### src/rtl/core/mfpq_ram.sv
// ----------------------------------------------------------------------------
// mfpq_ram
// Generic single-write, single-read RAM with registered read data.
// ----------------------------------------------------------------------------
module mfpq_ram #(
   parameter int WIDTH = 32,
   parameter int DEPTH = 144
) (
   input  logic                         clock,
   input  logic                         wr_en,
   input  logic [$clog2(DEPTH)-1:0]     wr_addr,
   input  logic [WIDTH-1:0]             wr_data,
   input  logic                         rd_en,
   input  logic [$clog2(DEPTH)-1:0]     rd_addr,
   output logic [WIDTH-1:0]             rd_data
);

   logic [WIDTH-1:0] mem_ff [DEPTH];
   logic [WIDTH-1:0] rd_data_ff;

   always_ff @(posedge clock) begin
      if (wr_en) begin
         mem_ff[wr_addr] <= wr_data;
      end
      if (rd_en) begin
         rd_data_ff <= mem_ff[rd_addr];
      end
   end

   assign rd_data = rd_data_ff;

endmodule

### config.mk
export PLATFORM = sky130hd
export DESIGN_NAME = mfpq_ram
export DESIGN_NICKNAME = d
export VERILOG_FILES = /design/src/rtl/core/mfpq_ram.sv
export SDC_FILE = /design/constraint.sdc
export NUM_CORES = 2
export LEC_CHECK = 0
export ABC_AREA = 1
export BUFFER_PORTS_ARGS = -buffer_cell sky130_fd_sc_hd__buf_2
export CAP_MARGIN = 10
export CORE_MARGIN = 2
export CORE_UTILIZATION = 30
export CTS_BUF_LIST = sky130_fd_sc_hd__clkbuf_4
export DETAILED_ROUTE_END_ITERATION = 7
export HOLD_SLACK_MARGIN = 0.05
export MAX_ROUTING_LAYER = met4
export PLACE_DENSITY_LB_ADDON = 0.08
export SLEW_MARGIN = 20
export SYNTH_ARGS = -nofsm -noshare
export SYNTH_HDL_FRONTEND = slang
export SYNTH_MEMORY_MAX_BITS = 65536
export SYNTH_SLANG_ARGS = --single-unit
### constraint.sdc
create_clock -name clock -period 2.9 [get_ports clock]
set_input_delay 0 -clock clock [delete_from_list [all_inputs] [get_ports clock]]
set_output_delay 0 -clock clock [all_outputs]
set_load 0.02 [all_outputs]
==> flow_metrics.env <==
export IMPL_critical_path_max_fanout=29
export IMPL_multi_input_area_um2=41700
export IMPL_clock_path_buffers=5
export IMPL_nets=16655
export IMPL_post_route_util=0.363
export IMPL_clockPowerShare=0.413
export IMPL_htreeDepth=7
export IMPL_fp_row_count=289
export IMPL_route_detailed_drc=0
export IMPL_setup_viol=19
export IMPL_grt_pass1_wl_um=1000000
export IMPL_min_period_ns=3.01
export IMPL_worst_setup_path_type="input pin to flip-flop"
export IMPL_die_h_um=792
export IMPL_io_pins=83
export IMPL_power_density_nw_per_um2=647
export IMPL_cts_made_buffers=1382
export IMPL_reg2regPathDepth=11
export IMPL_power_frac_seq=0.510
export IMPL_min_period_over_period=1.04
export IMPL_fin_skew_ns=0.225
export IMPL_startpoint_type="input pin"
export IMPL_netlist_area_um2=186000
export IMPL_path_clk_slew_ns=0.06
export IMPL_outcome="finished with violations"
export IMPL_place_area_um2=206000
export IMPL_synth_nets=14943
export IMPL_totalNegativeSetupSlack_ns=-0.552
export IMPL_irDropWorstVdd_uv=426
export IMPL_final_layout_size_suffix_gt1_frac=0.193
export IMPL_design_die_area_um2=627000
export IMPL_tightest_slew_ns=1.22
export IMPL_drt_wl_total_um=718000
export IMPL_core_um2=619000
export IMPL_syn_instance_count=14892
export IMPL_leakagePower_nw=78.9
export IMPL_maxCapViolations=0
export IMPL_initial_core_util=0.301
export IMPL_routedWlPerCell_um=27.9
export IMPL_crit_arrival_ns=4.55
export IMPL_clock_root_buffer="clkbuf_4"
export IMPL_drv_slew=0
export IMPL_grt_max_degree=84
export IMPL_grt_overflow=0
export IMPL_yosys_cell_types_count=20
export IMPL_rsz0062_at_grt="true"
export IMPL_clk_latency_ns=1.86
export IMPL_cts_tree="done"
export IMPL_antenna_found_initial=62
export IMPL_io_buffers=82
export IMPL_track_usage=0.233
export IMPL_ys_seq_area_frac=0.748
export IMPL_fmaxAchievable_mhz=333
export IMPL_place_congestion=0.809
export IMPL_drt_iter0_drc=11125
export IMPL_swShare=0.251
export IMPL_finalInstanceArea_um2=224000
export IMPL_cts_sinks=4640
export IMPL_routed_via_density=4.98
export IMPL_dr_total_vias=128185
export IMPL_min_path_type="input pin to flip-flop"
export IMPL_hold_violations=0
export IMPL_worstHoldEndpoint="mem_ff[58][14]"
export IMPL_timing_critical_path_from="rd_addr[3]"
export IMPL_min_delay_start="wr_addr[3]"
export IMPL_intPower_w=0.109
export IMPL_yosys_warnings=0
export IMPL_crit_required_ns=4.44
export IMPL_drt_pass1_iterations=6
export IMPL_min_path_cells=9
export IMPL_r2r_slack_ns=0.31
export IMPL_ant_nets=0
export IMPL_switching_power_w=0.0365
export IMPL_die_w_um=792
export IMPL_rr_startpoint="mem_ff[111][20]"
export IMPL_avgSynthCellArea_um2=12.5
export IMPL_dp_hpwl_um=414000
export IMPL_ys_seq_elements=4640
export IMPL_p_comb_frac=0.076
export IMPL_max_slew_margin_rel=0.179
export IMPL_grt_pass1_vias=127085
export IMPL_worstReg2RegEnd="rd_data[20]"
export IMPL_area_growth_pct=20.5
export IMPL_nFillCells=61008
export IMPL_worstSetupEndpointType="flip-flop"
export IMPL_setup_ws_ns=-0.106
export IMPL_ff_latch_area_um2=139000
export IMPL_violations="negative setup slack"
## metrics by stage
| stage | setup slack [ns] | std cells | hold WS (ns) | total power [W] |
|---|---|---|---|---|
| after floorplan | 0.376 | 14892 | 0.0989 | 0.0801 |
| after global placement | -0.867 | 23299 | 0.322 | 0.0864 |
| after detailed placement | -0.849 | 23299 | 0.320 | 0.0863 |
| after CTS | -0.246 | 25700 | 0.0519 | 0.147 |
| after global routing | -0.0751 | 25736 | 0.0656 | 0.151 |
| final | -0.106 | 25751 | 0.196 | 0.145 |
## metal layers
metal / GRT usage / vias to the layer above / wire length (um)
li1: - / 57971 / -
met1: 0.314 / 65210 / 327000
met2: 0.362 / 3933 / 337000
met3: 0.0375 / 1071 / 35600
met4: 0.0705 / 0 / 18200
met5: - / - / 0
## cell usage after synthesis (all sizes together)
cell type     n  area share
edfxtp     4640        0.75
nand3      4082        0.11
o21ai       256      0.0069
nand2      4280       0.086
o221ai      109      0.0051
clkbuf      173      0.0035
inv          38     0.00083
o22ai        19     0.00064
buf         849       0.029
nor2        427      0.0086
o211ai       19     0.00079
## power groups by stage
stage	registers, W	logic, W	clock network, W
after global placement	0.0755	0.0108	0
final	0.0741	0.0111	0.0600
after CTS	0.0741	0.0112	0.0621
after global routing	0.0740	0.0118	0.0655
after floorplan	0.0755	0.00455	0
after detailed placement	0.0755	0.0108	0
## layout by cell type, fill, tap and decap left out, drive strengths merged, types with 8 or more instances in the layout
cell,netlist,final
buf,849,1183
bufinv,0,8
clkbuf,173,1984
clkinv,0,189
diode,0,42
dlygate4sd3,0,161
edfxtp,4640,4640
inv,38,55
nand2,4280,4280
nand3,4082,4082
nor2,427,427
o211ai,19,19
o21ai,256,256
o221ai,109,109
o22ai,19,19
## cell type report
type	instances	area share
Sequential cell	4640	0.621
Multi-Input combinational cell	9192	0.186
Timing Repair Buffer	1349	0.0745
Clock buffer	1980	0.0662
Tap cell	8293	0.0462
Clock inverter	216	0.00465
Inverter	38	0.00100
Antenna cell	42	0.000468
Timing Repair inverter	1	0.0000390
## cells by family (layout without fill, tap and decap cells)
kind of cell           after synthesis  in the layout  share of synthesized area
AOI/OAI and AO/OA                  403            403                     0.0134
buffers and inverters             1060           3584                     0.0335
DFF                               4640           4640                      0.748
other                                0             42                          0
and+or+nand+nor                   8789           8789                      0.205
## critical path, cell delays in order
cell	delay, ns
dlygate4sd3_1	0.56
buf_8	0.13
buf_12	0.12
dlygate4sd3_1	0.75
buf_12	0.26
inv_8	0.33
buf_12	0.30
buf_12	0.22
buf_4	0.19
nand3_1	0.08
nand3_1	0.23
nand3_1	0.34
nand3_2	0.28
nand2_1	0.27
nand2_1	0.20
nand2_1	0.06
## how the worst max path moves through the flow
stage / to / slack (ns) / cells after the start
after global routing: rd_data[26] / -0.08 / 1
final: rd_data[28] / -0.11 / 16
after CTS: rd_data[21] / -0.25 / 1
after detailed placement: rd_data[28] / -0.85 / 14
after global placement: rd_data[28] / -0.87 / 14
after floorplan: mem_ff[50][0] / 0.38 / 4
## registers in the layout, indices dropped and copies added (netlist names)
name,count
mem_ff,4608
rd_data,32
## what timing repair did
action,in CTS,in global routing
pin swaps,0,5
hold buffers,205,1
cloned,0,3
setup buffers,0,11
endpoints found under the hold margin,9280,200
gates resized for setup,22,6
setup endpoints to repair,12,280
(Power assumes the default switching activity.)
