## src/rtl/core/mfpq_pkg.sv

```systemverilog
// ----------------------------------------------------------------------------
// mfpq_pkg
// Types, codes and helpers shared by the multi-level FIFO priority queue.
// ----------------------------------------------------------------------------
package mfpq_pkg;

   localparam int LEVELS_DEF     = 9;
   localparam int DEPTH_DEF      = 16;
   localparam int DATA_WIDTH_DEF = 32;

   localparam int MODE_W    = 2;
   localparam int LEVEL_W   = 4;
   localparam int AGE_W     = 7;
   localparam int ENTRY_W   = 32;
   localparam int TOTAL_W   = 8;
   localparam int STATUS_W  = 2;
   localparam int SCAN_W    = 16;
   localparam int BANDS     = 8;

   localparam int REQ_TDATA_W = 48;
   localparam int RSP_TDATA_W = 48;

   localparam logic [AGE_W-1:0] BAND_TOP [BANDS] =
      '{7'd9, 7'd19, 7'd29, 7'd39, 7'd49, 7'd59, 7'd69, 7'd79};

   typedef enum logic [MODE_W-1:0] {
      MODE_INSERT     = 2'd0,
      MODE_INSERT_AGE = 2'd1,
      MODE_REMOVE     = 2'd2,
      MODE_QUERY      = 2'd3
   } mode_type;

   typedef enum logic [STATUS_W-1:0] {
      STAT_OK    = 2'd0,
      STAT_DROP  = 2'd1,
      STAT_EMPTY = 2'd2
   } status_type;

   typedef struct packed {
      status_type          status;
      logic [LEVEL_W-1:0]  head_level;
      logic                is_empty;
      logic [TOTAL_W-1:0]  total_count;
   } meta_type;

   function automatic logic [LEVEL_W-1:0] age_to_level(input logic [AGE_W-1:0] age);
      logic [LEVEL_W-1:0] lv;
      lv = LEVEL_W'(BANDS);
      for (int k = BANDS - 1; k >= 0; k--) begin
         if (age <= BAND_TOP[k]) begin
            lv = LEVEL_W'(k);
         end
      end
      return lv;
   endfunction

   function automatic logic [LEVEL_W-1:0] first_set(input logic [SCAN_W-1:0] v);
      logic [LEVEL_W-1:0] r;
      r = '0;
      for (int k = SCAN_W - 1; k >= 0; k--) begin
         if (v[k]) begin
            r = LEVEL_W'(k);
         end
      end
      return r;
   endfunction

endpackage

```

## src/rtl/core/mfpq_core.sv

```systemverilog
// ----------------------------------------------------------------------------
// mfpq_core
// Per-level head pointers and fill counts, operation decode, store write
// and lookup of the new head address.
// ----------------------------------------------------------------------------
module mfpq_core #(
   parameter int LEVELS     = mfpq_pkg::LEVELS_DEF,
   parameter int DEPTH      = mfpq_pkg::DEPTH_DEF,
   parameter int DATA_WIDTH = mfpq_pkg::DATA_WIDTH_DEF,
   localparam int ADDR_W    = $clog2(LEVELS * DEPTH)
) (
   input  logic                              clock,
   input  logic                              reset,
   input  logic                              fire,
   input  logic [mfpq_pkg::MODE_W-1:0]       mode,
   input  logic [mfpq_pkg::LEVEL_W-1:0]      level,
   input  logic [mfpq_pkg::AGE_W-1:0]        age,
   input  logic [DATA_WIDTH-1:0]             data,
   output logic                              wr_en,
   output logic [ADDR_W-1:0]                 wr_addr,
   output logic [DATA_WIDTH-1:0]             wr_data,
   output logic [ADDR_W-1:0]                 rd_addr,
   output mfpq_pkg::meta_type                meta
);

   localparam int LVL_W = $clog2(LEVELS);
   localparam int PTR_W = $clog2(DEPTH);
   localparam int CNT_W = $clog2(DEPTH + 1);
   localparam int SUM_W = CNT_W + 1;

   logic [PTR_W-1:0]                   head_ff  [LEVELS];
   logic [PTR_W-1:0]                   head_in  [LEVELS];
   logic [CNT_W-1:0]                   cnt_ff   [LEVELS];
   logic [CNT_W-1:0]                   cnt_in   [LEVELS];
   logic [mfpq_pkg::TOTAL_W-1:0]       total_ff;
   logic [mfpq_pkg::TOTAL_W-1:0]       total_in;

   mfpq_pkg::mode_type                 op;
   logic [mfpq_pkg::LEVEL_W-1:0]       age_lvl;
   logic [LVL_W-1:0]                   tgt;
   logic                               lvl_ok;
   logic                               ins_op;
   logic                               ins_ok;
   logic                               rem_ok;
   logic [SUM_W-1:0]                   pos_sum;
   logic [SUM_W-1:0]                   pos_wrap;
   logic [LEVELS-1:0]                  ne_cur;
   logic [LEVELS-1:0]                  ne_next;
   logic [LVL_W-1:0]                   hc;
   logic [LVL_W-1:0]                   hn;
   logic                               any_cur;
   logic                               any_next;
   mfpq_pkg::status_type               status;

   assign op      = mfpq_pkg::mode_type'(mode);
   assign age_lvl = mfpq_pkg::age_to_level(age);

   always_comb begin
      lvl_ok = 1'b1;
      ins_op = 1'b0;
      tgt    = '0;
      unique case (op)
         mfpq_pkg::MODE_INSERT: begin
            ins_op = 1'b1;
            lvl_ok = int'(level) < LEVELS;
            tgt    = lvl_ok ? level[LVL_W-1:0] : '0;
         end
         mfpq_pkg::MODE_INSERT_AGE: begin
            ins_op = 1'b1;
            tgt    = (int'(age_lvl) > LEVELS - 1) ? LVL_W'(LEVELS - 1)
                                                   : age_lvl[LVL_W-1:0];
         end
         mfpq_pkg::MODE_REMOVE: begin
         end
         mfpq_pkg::MODE_QUERY: begin
         end
      endcase
   end

   always_comb begin
      for (int k = 0; k < LEVELS; k++) begin
         ne_cur[k] = cnt_ff[k] != '0;
      end
   end

   assign hc      = LVL_W'(mfpq_pkg::first_set(mfpq_pkg::SCAN_W'(ne_cur)));
   assign any_cur = |ne_cur;
   assign ins_ok  = ins_op && lvl_ok && (cnt_ff[tgt] != CNT_W'(DEPTH));
   assign rem_ok  = (op == mfpq_pkg::MODE_REMOVE) && any_cur;

   assign pos_sum  = SUM_W'(head_ff[tgt]) + SUM_W'(cnt_ff[tgt]);
   assign pos_wrap = (pos_sum >= SUM_W'(DEPTH)) ? pos_sum - SUM_W'(DEPTH) : pos_sum;

   always_comb begin
      for (int k = 0; k < LEVELS; k++) begin
         head_in[k] = head_ff[k];
         cnt_in[k]  = cnt_ff[k];
      end
      total_in = total_ff;
      if (ins_ok) begin
         cnt_in[tgt] = cnt_ff[tgt] + CNT_W'(1);
         total_in    = total_ff + mfpq_pkg::TOTAL_W'(1);
      end
      if (rem_ok) begin
         cnt_in[hc]  = cnt_ff[hc] - CNT_W'(1);
         head_in[hc] = (head_ff[hc] == PTR_W'(DEPTH - 1)) ? '0
                                                          : head_ff[hc] + PTR_W'(1);
         total_in    = total_ff - mfpq_pkg::TOTAL_W'(1);
      end
   end

   always_comb begin
      for (int k = 0; k < LEVELS; k++) begin
         ne_next[k] = cnt_in[k] != '0;
      end
   end

   assign hn       = LVL_W'(mfpq_pkg::first_set(mfpq_pkg::SCAN_W'(ne_next)));
   assign any_next = |ne_next;

   always_comb begin
      status = mfpq_pkg::STAT_OK;
      if (ins_op && !ins_ok) begin
         status = mfpq_pkg::STAT_DROP;
      end else if (op == mfpq_pkg::MODE_REMOVE && !any_cur) begin
         status = mfpq_pkg::STAT_EMPTY;
      end
   end

   assign wr_en   = fire && ins_ok;
   assign wr_addr = ADDR_W'(tgt) * ADDR_W'(DEPTH) + ADDR_W'(pos_wrap[PTR_W-1:0]);
   assign wr_data = data;
   assign rd_addr = ADDR_W'(hn) * ADDR_W'(DEPTH) + ADDR_W'(head_in[hn]);

   assign meta.status      = status;
   assign meta.head_level  = any_next ? mfpq_pkg::LEVEL_W'(hn) : '0;
   assign meta.is_empty    = !any_next;
   assign meta.total_count = total_in;

   always_ff @(posedge clock) begin
      if (reset) begin
         for (int k = 0; k < LEVELS; k++) begin
            head_ff[k] <= '0;
            cnt_ff[k]  <= '0;
         end
         total_ff <= '0;
      end else if (fire) begin
         for (int k = 0; k < LEVELS; k++) begin
            head_ff[k] <= head_in[k];
            cnt_ff[k]  <= cnt_in[k];
         end
         total_ff <= total_in;
      end
   end

endmodule

```

## config.mk

```make
export PLATFORM = sky130hd
export DESIGN_NAME = mfpq_core
export DESIGN_NICKNAME = d
export VERILOG_FILES = /design/src/rtl/core/mfpq_pkg.sv /design/src/rtl/core/mfpq_core.sv
export SDC_FILE = /design/constraint.sdc
export NUM_CORES = 1
export LEC_CHECK = 0
export BUFFER_PORTS_ARGS = -buffer_cell sky130_fd_sc_hd__buf_2
export CORE_MARGIN = 5
export CORE_UTILIZATION = 40
export DETAILED_ROUTE_END_ITERATION = 6
export GPL_TIMING_DRIVEN = 1
export PLACE_DENSITY = 0.69
export SLEW_MARGIN = 20
export SYNTH_ARGS = -nofsm -noshare
export SYNTH_HDL_FRONTEND = slang
export SYNTH_SLANG_ARGS = --single-unit
```

## constraint.sdc

```tcl
create_clock -name clock -period 6.2 [get_ports clock]
set_clock_uncertainty 0.15 [all_clocks]
set_input_delay 0.93 -clock clock [delete_from_list [all_inputs] [get_ports clock]]
set_output_delay 0.93 -clock clock [all_outputs]
set_load 0.03 [all_outputs]
```

==> results of run 1 <==
-- layout make-up --
cell class | instances | area, µm²
Clock buffer | 10 | 229
Clock inverter | 6 | 50.0
Fill cell | 1879 | 8920
Inverter | 31 | 119
Multi-Input combinational cell | 811 | 5820
Sequential cell | 89 | 2590
Tap cell | 275 | 344
Timing Repair Buffer | 348 | 2750
-- what timing repair did --
item	in CTS	in global routing
pin swaps	46	25
setup endpoints to repair	13	13
gates resized for setup	109	48
setup buffers	23	12
gates cloned	1	0
-- cells in the mapped netlist (10+ instances only) --
| cell type | instances | share of area |
|---|---|---|
| a211oi_1 | 14 | 0.013 |
| o21ai_0 | 29 | 0.017 |
| and3_1 | 13 | 0.0097 |
| xnor2_1 | 13 | 0.014 |
| xor2_1 | 12 | 0.013 |
| edfxtp_1 | 81 | 0.29 |
| a31oi_1 | 20 | 0.015 |
| o221ai_1 | 11 | 0.011 |
| mux2i_1 | 68 | 0.081 |
| clkbuf_1 | 45 | 0.020 |
| o22ai_1 | 17 | 0.013 |
| nor3_1 | 28 | 0.017 |
| nand4_1 | 11 | 0.0082 |
| nand3_1 | 34 | 0.020 |
| nor4_1 | 10 | 0.0075 |
| nor2_1 | 143 | 0.064 |
| inv_1 | 26 | 0.012 |
| and2_1 | 23 | 0.017 |
| a21oi_1 | 60 | 0.036 |
| buf_4 | 34 | 0.030 |
| o211ai_1 | 11 | 0.0098 |
| nand2b_1 | 10 | 0.0075 |
| nand2_1 | 122 | 0.055 |
-- final timing paths --
path	endpoint	cells past startpoint	slack (ns)
setup / recovery	rd_addr[2]	21	-0.67
hold / removal	total_ff[7]	2	0.40
setup reg to reg	head_ff[6][1]	15	1.65
hold reg to reg	total_ff[7]	2	0.40
-- layer usage --
metal / vias to the layer above / global-route usage
met5: - / 0
met4: 0 / 0.146
met3: 136 / 0.0431
met2: 555 / 0.460
met1: 4563 / 0.352
li1: 4321 / -
-- power by group --
| part | internal (mW) | total (mW) | switching (mW) |
|---|---|---|---|
| Clock | 0.279 | 0.540 | 0.261 |
| Sequential | 0.701 | 0.737 | 0.0367 |
| Combinational | 0.603 | 1.39 | 0.787 |
| Total | 1.58 | 2.67 | 1.08 |
-- cell families (layout without fill, tap and decap cells) --
| kind of cell | count (synthesis) | count (layout) | share of synthesized area |
|---|---|---|---|
| flops | 89 | 89 | 0.309 |
| fa+ha+maj | 10 | 10 | 0.0158 |
| buf+inv | 124 | 395 | 0.0754 |
| mux | 76 | 76 | 0.0932 |
| simple gates | 442 | 442 | 0.252 |
| xor+xnor | 25 | 25 | 0.0261 |
| compound gates | 258 | 258 | 0.228 |
-- cell usage in the layout, fill, tap and decap left out, types with 8 or more instances in the layout --
master / count
o221ai_1: 8
xor2_1: 12
buf_2: 27
dfxtp_1: 8
nand3_1: 32
buf_4: 282
and2_1: 22
o211ai_1: 11
nand4_1: 11
a211oi_1: 11
and3_1: 9
a31oi_1: 16
nor2_1: 137
inv_1: 24
nand2_1: 119
o22ai_1: 14
a21oi_1: 52
buf_6: 32
clkbuf_16: 9
nor3_1: 25
o21ai_0: 25
edfxtp_1: 81
xnor2_1: 11
mux2i_1: 61
-- metrics by stage --
| stage | instances | area [µm²] | util | worst slack [ns] | total power [mW] |
|---|---|---|---|---|---|
| final | 1570 | 11900 | 0.571 | -0.668 | 2.67 |
| after global routing | 1570 | 11900 | 0.571 | -0.779 | 2.77 |
| after CTS | 1560 | 11600 | 0.556 | -0.602 | 2.59 |
| after detailed placement | 1521 | 10600 | 0.511 | -0.907 | 1.96 |
| after global placement | 1521 | 10600 | 0.511 | -0.859 | 1.95 |
| after floorplan | 1024 | 8580 | - | -0.678 | 1.44 |
-- registers in the layout (all words and copies together), names as in the netlist --
register	count
total_ff	8
cnt_ff	45
head_ff	36
-- critical path, cell delays in order --
cell	delay, ns
buf_6	0.09
or4b_4	0.54
a211oi_2	0.20
buf_4	0.16
or2_4	0.13
o31ai_4	0.07
or4_4	0.57
ha_4	0.19
o31ai_4	0.10
o31ai_4	0.17
nor3_4	0.26
buf_6	0.15
mux2i_4	0.22
o211ai_1	0.12
nor4_2	0.37
buf_4	0.21
o21ai_4	0.07
a21oi_4	0.19
mux4_2	0.57
a221oi_4	0.29
buf_6	0.17
==> reports/metrics.yaml, run 1 <==
outcome: "complete, but fails checks"
violations: "setup timing"
hp-class: "flip-flop to flip-flop"
avgSynthCellArea_um2: 8.20
chipWidth_um: 155
first_iter_violations: 1082
firstDrtPassIters: 6
antenna_found_initial: 0
tritoncts: "yes"
power_density_nw_per_um2: 224
vias: 9575
synthArstFlopShare: 0
hp-start: "total_ff[7]"
highest_layer: "met4"
holdWs_ns: 0.401
grt_pass1_wl_um: 52400
path_clk_slew_ns: 0.07
dieArea_um2: 24000
die_h_um: 155
grt_pass1_vias: 9412
postRouteAntennaNets: 0
cp.required_ns: 5.12
area_growth_pct: 41.8
crit_type: "input pin to output pin"
drive_gt1_frac: 0.387
syn_inst: 1024
cp-end-kind: "output pin"
port_buffers: 46
post_synth_num_cell_types: 95
place.gp.congestion: 1.06
tns_ns: -4.23
syn-cell-area_um2: 8390
routed_wl_um: 34500
ys.warnings.count: 0
initial_utilization: 0.403
ctsLongestPathBuffers: 2
num_rows: 53
start_kind: "input pin"
leakage_nw: 4.95
setup_violations: 12
dr_wl_met3_um: 2830
post-route-drc-count: 0
wl_met2_um: 16100
critPathLaunch: "level[2]"
grt_start_max_net_pins: 82
period_share: 1.11
min_period_ns: 6.87
cts_buffers: 9
synth_flop_cell: "edfxtp_1"
m1WireLength_um: 13700
viasPerCell: 6.10
setup_slack_ns: -0.668
nNetsFinal: 1348
r2r-start: "cnt_ff[3][1]"
synth-seq-cells: 89
peakVddDrop_mv: 0.157
yosysSeqAreaShare: 0.309
core_um2: 20800
post_drt_wl_per_cell_um: 22.0
fmax_mhz: 146
clock-root-buffer: "clkbuf_16"
final_max_slew_viol_count: 0
h-tree-depth: 3
synth_edf_count: 81
hold_viol_final: 0
clock_sinks: 89
rsz0062_at_grt: "yes"
dp_hpwl_um: 25900
maxCapViolCount: 0
tightest_slew_ns: 1.11
ctsHoldBuffers: 0
gr-total-overflow: 0
crit_path_max_fanout: 5
relSlewSlack: 0.258
clock_latency_ns: 0.36
io_pins: 112
diodes: 0
syn-num-nets: 1082
crit_arrival_ns: 5.79
grtUsageTotal: 0.279
(Power assumes the default switching activity.)
==> run 2, diff against run 1 <==
--- a/config.mk
+++ b/config.mk
@@ -10,7 +10,6 @@
 export CORE_UTILIZATION = 40
 export DETAILED_ROUTE_END_ITERATION = 6
 export GPL_TIMING_DRIVEN = 1
-export PLACE_DENSITY = 0.69
 export SLEW_MARGIN = 20
 export SYNTH_ARGS = -nofsm -noshare
 export SYNTH_HDL_FRONTEND = slang
==> reports/metrics.yaml, run 2 (synthesized netlist as in run 1, its figures left out) <==
firstDrtPassIters: 5  # -1
initial_utilization: 0.403  # unchanged
fill_cells: 1887  # +0.43%
outcome: "complete, but fails checks"
fmax_mhz: 144  # -1.3%
fin_area_um2: 11800  # -0.58%
leakage_nw: 4.92  # -0.55%
seq_area_um2: 2590  # unchanged
crit_type: "input pin to output pin"
crit_arrival_ns: 5.88  # +0.09 ns
setup_violations: 13  # +1
largest_register_ffs: 45  # unchanged
power_density_nw_per_um2: 228  # +1.5%
grtUsageMet1: 0.366  # +0.0141
core_um2: 20800  # unchanged
num_rows: 53  # unchanged
busiest_layer: "met2"
crit_cells: 23  # +9.5%
final_cells: 1571  # +0.064%
place_area_um2: 10600  # about the same
gr-total-overflow: 0  # unchanged
tightest_slew_ns: 0.997  # -0.116 ns
area_growth_pct: 41.0
setup_slack_ns: -0.761  # -0.0931 ns
cp_slowest_cell: "mux4_2"
dp.cells: 1519  # -0.13%
crit_chain: "buf_12 > o21a_4 > a211oi_4 > buf_4 > o311a_4 > buf_4 > o21ai_1 > a31oi_4 > o2111ai_4 > ha_4 > o31ai_4 > o31a_1 > buf_6 > a311oi_4 > a221oi_2 > o211ai_1 > nor4_2 > buf_4 > o21ai_4 > a21oi_4 > mux4_2 > a221oi_4 > buf_6"
peakVddDrop_mv: 0.160  # +1.4%
chipWidth_um: 155  # unchanged
drive_gt1_frac: 0.373  # -0.0134
path_delay_family: "compound AO/OA/AOI/OAI gates"
hp-class: "flip-flop to flip-flop"
final_max_slew_viol_count: 0  # unchanged
grtUsageTotal: 0.285  # +0.00678
rsz0062_at_grt: "yes"
io_pins: 112  # unchanged
dieArea_um2: 24000  # unchanged
tns_ns: -5.28  # -1.06 ns
first_iter_violations: 1045  # -3.4%
worst_path_largest_cell_delay_ns: 0.58  # about the same
clock_sinks: 89  # unchanged
cpMostUsedCell: "buf_4"
grt_pass1_wl_um: 53300  # +1.7%
cp-end-kind: "output pin"
viasPerCell: 6.03  # -1.2%
fin_util: 0.568  # -0.00331
grt_pass1_vias: 9450  # +0.40%
antenna_found_initial: 0  # unchanged
cp.required_ns: 5.12  # about the same
clock_latency_ns: 0.36  # about the same
top_register: "cnt_ff"
clock-root-buffer: "clkbuf_16"
use_met3: 0.0459  # +0.00280
tritoncts: "yes"
routed_wl_um: 34900  # +1.2%
nNetsFinal: 1349  # +0.074%
place.gp.congestion: 1.01  # -4.6%
ctsLongestPathBuffers: 2  # unchanged
largestRegisters: "cnt_ff (45), head_ff (36), total_ff (8)"
h-tree-depth: 3  # unchanged
period_share: 1.12  # +0.0150
port_buffers: 46  # unchanged
violations: "setup timing"
min_period_ns: 6.96  # +0.0931 ns
hold_path_depth: 2  # unchanged
dp_hpwl_um: 26500  # +2.5%
maxCapViolCount: 0  # unchanged
crit_path_max_fanout: 12  # +7
vias: 9468  # -1.1%
die_h_um: 155  # unchanged
path_clk_slew_ns: 0.08  # about the same
post-route-drc-count: 0  # unchanged
postRouteAntennaNets: 0  # unchanged
multi_input_area_um2: 5740  # -1.3%
final_common_cell: "buf_4"
r2r.worst_path.cells: 15  # unchanged
start_kind: "input pin"
final_cell_mix: "buf_4 (283), nor2_1 (137), nand2_1 (119)"
grt_start_max_net_pins: 69  # -16%
hold_viol_final: 0  # unchanged
diodes: 0  # unchanged
power_mw: 2.69  # +0.93%
post_drt_wl_per_cell_um: 22.2  # +1.1%
gr-usage-met2: 0.461  # +0.000624
cts_buffers: 9  # unchanged
cp_num_buf_inv: 6  # +1
relSlewSlack: 0.334  # +0.0759
==> run 2: where the power goes <==
group	switching (mW)	internal [mW]
Sequential	0.0369	0.701
Combinational	0.785	0.605
Clock	0.251	0.314
==> run 2: layout make-up <==
class / instances / share of cell area
multi-input cells: 811 / 0.485
inverters: 31 / 0.0100
clock buffers: 10 / 0.0194
clock inverters: 6 / 0.00571
well taps: 275 / 0.0291
repair buffers: 349 / 0.231
flip-flops and latches: 89 / 0.219
==> run 2: worst paths after layout <==
| kind | from | end | slack, ns |
|---|---|---|---|
| max | age[5] | rd_addr[2] | -0.76 |
| min | total_ff[7] | total_ff[7] | 0.39 |
| max reg2reg | cnt_ff[2][0] | head_ff[1][2] | 1.65 |
| min reg2reg | total_ff[7] | total_ff[7] | 0.39 |
==> run 2: per-stage QoR <==
step                hold slack (ns)  worst slack [ns]
floorplan                     0.348            -0.678
global placement              0.370             -1.02
detailed placement            0.381             -1.06
CTS                           0.399            -0.644
global route                  0.449            -0.911
finish                        0.391            -0.761
==> run 2: tightest hold or removal path: cells and delay by family (launching register included) <==
family           cells  cell delay (ns)
XOR/XNOR             1             0.08
flip-flops           1             0.36
AND/OR/NAND/NOR      1             0.07
==> run 2: metal layers <==
metal / vias to the layer above / part of all wire
li1: 4320 / -
met1: 4533 / 0.40
met2: 492 / 0.46
met3: 123 / 0.079
met4: 0 / 0.059
met5: - / 0
==> run 2: timing repair <==
item / CTS / global route
gates resized for setup: 105 / 39
cloned: 0 / 1
hold buffers: 0 / 0
setup endpoints to repair: 13 / 13
endpoints found under the hold margin: 0 / 0
pin swaps: 40 / 27
setup buffers: 26 / 12
